File: src/hdl/kmp_pkg.sv
`timescale 1ns / 1ps

package kmp_pkg;

  // fixed widths of the item fields
  localparam int PRICE_W  = 16;
  localparam int BAL_W    = 32;
  localparam int PROFIT_W = 31;
  localparam int K_W      = 5;

  // one beat travelling down the row of cells
  typedef struct packed {
    logic                    valid;
    logic                    first;
    logic                    last;
    logic [PRICE_W-1:0]      price;
    logic signed [BAL_W-1:0] prev_sold;
    logic [PROFIT_W-1:0]     best;
  } beat_t;

  // clip a 33-bit signed sum to the 32-bit signed range
  function automatic logic signed [BAL_W-1:0] sat32(input logic signed [BAL_W:0] v);
    logic signed [BAL_W-1:0] r;
    if (v[BAL_W] != v[BAL_W-1]) begin
      r = v[BAL_W] ? {1'b1, {(BAL_W-1){1'b0}}} : {1'b0, {(BAL_W-1){1'b1}}};
    end else begin
      r = v[BAL_W-1:0];
    end
    return r;
  endfunction

endpackage

File: src/hdl/kmp_cell.sv
`timescale 1ns / 1ps

module kmp_cell #(
  parameter int IDX = 0
) (
  input  logic                      clk_i,
  input  logic                      rst_ni,
  input  logic                      adv_i,
  input  logic [kmp_pkg::K_W-1:0]   k_i,
  input  kmp_pkg::beat_t            beat_i,
  output kmp_pkg::beat_t            beat_o
);
  import kmp_pkg::*;

  logic signed [BAL_W-1:0] hold_q, hold_d;
  logic signed [BAL_W-1:0] sold_q, sold_d;
  beat_t                   beat_q, beat_d;

  logic signed [BAL_W:0]   price_x;
  logic signed [BAL_W-1:0] h_new, h_max, s_new, s_max;
  logic                    active;

  assign active  = IDX < int'(k_i);
  assign price_x = $signed({{(BAL_W + 1 - PRICE_W){1'b0}}, beat_i.price});

  // transaction update: buy after previous sell, then sell
  always_comb begin
    h_new = sat32($signed({beat_i.prev_sold[BAL_W-1], beat_i.prev_sold}) - price_x);
    h_max = (h_new > hold_q) ? h_new : hold_q;
    s_new = sat32($signed({h_max[BAL_W-1], h_max}) + price_x);
    s_max = (s_new > sold_q) ? s_new : sold_q;
  end

  // next state and outgoing beat
  always_comb begin
    hold_d = hold_q;
    sold_d = sold_q;
    beat_d = beat_i;
    if (beat_i.valid) begin
      if (beat_i.first) begin
        hold_d           = sat32(-price_x);
        sold_d           = '0;
        beat_d.prev_sold = '0;
      end else if (active) begin
        hold_d           = h_max;
        sold_d           = s_max;
        beat_d.prev_sold = s_max;
        if (s_max > 0 && s_max[PROFIT_W-1:0] > beat_i.best) begin
          beat_d.best = s_max[PROFIT_W-1:0];
        end
      end
    end
  end

  // balances and beat register
  always_ff @(posedge clk_i or negedge rst_ni) begin
    if (!rst_ni) begin
      hold_q <= '0;
      sold_q <= '0;
      beat_q <= '0;
    end else if (adv_i) begin
      hold_q <= hold_d;
      sold_q <= sold_d;
      beat_q <= beat_d;
    end
  end

  assign beat_o = beat_q;

endmodule

File: config.mk
export PLATFORM = sky130hd
export DESIGN_NAME = kmp_cell
export DESIGN_NICKNAME = d
export VERILOG_FILES = /design/src/hdl/kmp_pkg.sv /design/src/hdl/kmp_cell.sv
export SDC_FILE = /design/constraint.sdc
export NUM_CORES = 1
export LEC_CHECK = 0
export ABC_AREA = 1
export BUFFER_PORTS_ARGS = -buffer_cell sky130_fd_sc_hd__buf_2
export CORE_MARGIN = 2
export CORE_UTILIZATION = 50
export CTS_BUF_LIST = sky130_fd_sc_hd__clkbuf_16
export CTS_CLUSTER_DIAMETER = 60
export DETAILED_ROUTE_END_ITERATION = 12
export PLACE_DENSITY = 0.66
export SLEW_MARGIN = 30
export SYNTH_ARGS = -nofsm -noshare
export SYNTH_HDL_FRONTEND = slang
export SYNTH_SLANG_ARGS = --single-unit
File: constraint.sdc
create_clock -name clk_i -period 9.9 [get_ports clk_i]
set_input_delay 0 -clock clk_i [delete_from_list [all_inputs] [get_ports clk_i]]
set_output_delay 0 -clock clk_i [all_outputs]
set_load 0.005 [all_outputs]
==> impl_metrics.py <==
metrics = {
    "worst_hold_path": {
        "min-delay-start": "beat_i[71]",
        "hold_path.class": "in2reg",
    },
    "worst_setup_path": {
        "cp.arrival_ns": 9.61,
        "r2r_cells": 56,
        "rr_endpoint": "beat_o[23]$_DFFE_PN0P_",
        "critPathKind": "in2reg",
        "cp_slowest_stage_delay_ns": 0.37,
        "slowest_stage": "a2111oi_4",
        "start_kind": "primary input",
        "required_ns": 10.23,
        "cp-startpoint": "beat_i[71]",
        "r2r-start": "hold_q[31]$_DFFE_PN0P_",
        "endpoint": "beat_o[23]$_DFFE_PN0P_",
        "worstPathMaxFanout": 11,
        "crit_path_end_kind": "flop",
        "crit_path_frequent_cell": "nand2_1",
        "rrSetupSlack_ns": 1.36,
    },
    "clock_tree": {
        "cts_tree": "built",
        "clock-sinks": 146,
        "path_clk_slew_ns": 0.07,
        "clock_latency_ns": 0.44,
        "cts_buffer_depth": 2,
        "numCtsBuffers": 17,
        "clockRootBuffer": "clkbuf_16",
        "htreeDepth": 4,
    },
    "timing": {
        "holdWs_ns": 0.00102,
        "tightest_slew_ns": 0.862,
        "finClkSkew_ns": 0.0156,
        "maxClockFrequency_ghz": 0.108,
        "finalSetupViolCount": 0,
        "timing.final.crit_share_pct": 93.7,
        "hold_violations": 0,
        "slew_headroom_pct": 42.5,
        "report.final.slew_viol_count": 0,
        "finalWorstSetupSlack_ns": 0.622,
        "fin_crit_ns": 9.28,
    },
    "floorplanning": {
        "rows": 60,
        "dieArea_um2": 28300,
        "initial_utilization_pct": 50.4,
        "die_y_um": 168,
        "die_w_um": 168,
        "core-area_um2": 26700,
        "io_pins": 172,
    },
    "detailed_routing": {
        "avgViaCountPerCell": 5.47,
        "wl_per_cell_um": 17.8,
        "final_antenna_net_count": 0,
        "vias": 15000,
        "dr.pass1.iters": 6,
        "drc": 0,
        "drtIter0Drc": 1506,
        "drt-total-wl_um": 48800,
    },
    "power": {
        "vdd_ir_drop_max_v": 0.000175,
        "power.density_nw_per_um2": 309,
        "power.leakage_nw": 9.62,
    },
    "layout": {
        "layout-drive-gt1-share_pct": 22.0,
        "seqCellArea_um2": 3650,
        "multiInputGateArea_um2": 8700,
        "design_area_um2": 17500,
        "syn_to_final_growth_pct": 29.9,
        "fill_cells": 2477,
        "final_common_cell": "nand2_1",
        "diodes": 0,
        "fin_nets": 2606,
        "final_cell_mix": "596 x nand2_1, 297 x inv_1, 171 x buf_2",
    },
    "run": {
        "cap_violations": 0,
    },
    "yosys": {
        "syn_area_per_cell_um2": 6.63,
        "synth-seq-area-share_pct": 27.1,
        "synth_nets": 2252,
        "yosys_warnings": 0,
        "netlist_area_um2": 13500,
        "synth_seq_cells": 146,
        "synthesis.instances": 2031,
        "yosysUniqueCellTypes": 53,
    },
    "grt": {
        "overflow": 0,
        "grt_start_max_net_pins": 110,
        "first_global_vias": 14000,
        "antenna_found_initial": 1,
        "grt_pass1_wl_um": 75000,
        "track_usage_pct": 33.9,
    },
    "place": {
        "dp_slack_ns": -0.499,
        "place_congestion": 0.985,
        "hpwl_um": 37600,
        "place_area_um2": 15700,
        "io_buffers": 171,
    },
    "status": {
        "status": "completed",
    },
}
-- power breakdown --
group	switching, mW	internal (mW)
Combinational	2.24	1.64
Sequential	0.0796	0.759
Clock	0.305	0.379
-- area by class of cell --
type | instances | area share, %
Inverter | 320 | 6.87
Clock buffer | 17 | 2.43
Multi-Input combinational cell | 1493 | 49.7
Clock inverter | 15 | 0.979
Timing Repair Buffer | 407 | 16.7
Sequential cell | 146 | 20.9
Tap cell | 341 | 2.44
-- flip-flops by register name (all words and copies together), names as in the netlist --
signal  flops
beat_o     82
hold_q     32
sold_q     32
-- what timing repair did --
| item | CTS | global route |
|---|---|---|
| buffers inserted | 0 | 10 |
| cloned | 0 | 5 |
| gates resized for setup | 2 | 121 |
| hold buffers | 55 | 1 |
| endpoints found under the hold margin | 140 | 1 |
| setup endpoints to repair | 31 | 31 |
| pin swaps | 0 | 39 |
-- stage by stage --
step           util, %  instances  TNS (ns)  power (mW)
2_1_floorplan        -       2031         0        2.91
6_report          65.5       2739         0        5.41
3_5_place_dp      58.8       2636    -14.34        4.41
4_1_cts           63.1       2723         0        5.12
5_1_grt           65.5       2739     -4.24        5.88
3_3_place_gp      58.8       2636    -11.28        4.35
-- Yosys cell counts, drive strengths merged --
cell type | count | area, um^2
xor2 | 37 | 324
nor3 | 23 | 120
a31oi | 5 | 31.3
inv | 318 | 1190
a211oi | 2 | 15.0
o31ai | 2 | 15.0
dfrtp | 146 | 3650
clkbuf | 45 | 169
clkinv | 2 | 7.51
buf | 29 | 195
nand3b | 4 | 33.8
o21bai | 5 | 37.5
nor2 | 129 | 524
a22oi | 8 | 60.1
o2111ai | 4 | 35.0
a2111oi | 2 | 36.3
o221ai | 18 | 158
o21a | 2 | 15.0
nand2 | 633 | 2450
a221oi | 9 | 78.8
o22ai | 23 | 144
o21ai | 102 | 526
nor4 | 5 | 31.3
a21boi | 2 | 15.0
o211ai | 23 | 173
xnor2 | 11 | 96.3
ha | 129 | 1610
a21o | 11 | 82.6
nand4 | 23 | 156
fa | 2 | 40.0
or2 | 2 | 12.5
nor3b | 1 | 7.51
and3 | 2 | 12.5
nand3 | 160 | 838
a21oi | 112 | 568
-- logic make-up after synthesis --
family	share of synthesized area [%]
AND/OR/NAND/NOR	31.1
XOR/XNOR	3.12
buffers and inverters	11.6
AO/OA/AOI/OAI	14.8
flip-flops	27.1
adder cells (fa/ha/maj)	12.3
-- worst min-delay path by stage --
stage | end | slack (ns) | depth (start not counted)
final | beat_o[71]$_DFFE_PN0P_ | 0.001 | 3
after global placement | beat_o[4]$_DFFE_PN0P_ | 0.11 | 1
after global routing | beat_o[71]$_DFFE_PN0P_ | 0.006 | 3
after detailed placement | beat_o[5]$_DFFE_PN0P_ | 0.11 | 1
after CTS | beat_o[43]$_DFFE_PN0P_ | 0.0001 | 3
after floorplan | beat_o[0]$_DFFE_PN0P_ | -0.30 | 0
-- metal layers --
layer | routed length (um) | share of wire [%] | up-vias | GRT usage [%]
met1 | 21700 | 44 | 6957 | 46.5
met2 | 22000 | 45 | 610 | 53.8
met5 | 0 | 0 | - | 0
met4 | 1820 | 3.7 | 0 | 13.1
li1 | - | - | 7316 | -
met3 | 3240 | 6.6 | 103 | 5.67
-- worst max-delay path, delay by kind of cell --
family / cells / cell delay, ns
compound gates: 13 / 2.06
fa+ha+maj: 5 / 1.38
buf+inv: 15 / 1.97
simple gates: 39 / 4.16
Power figures use the tool's default switching activity.
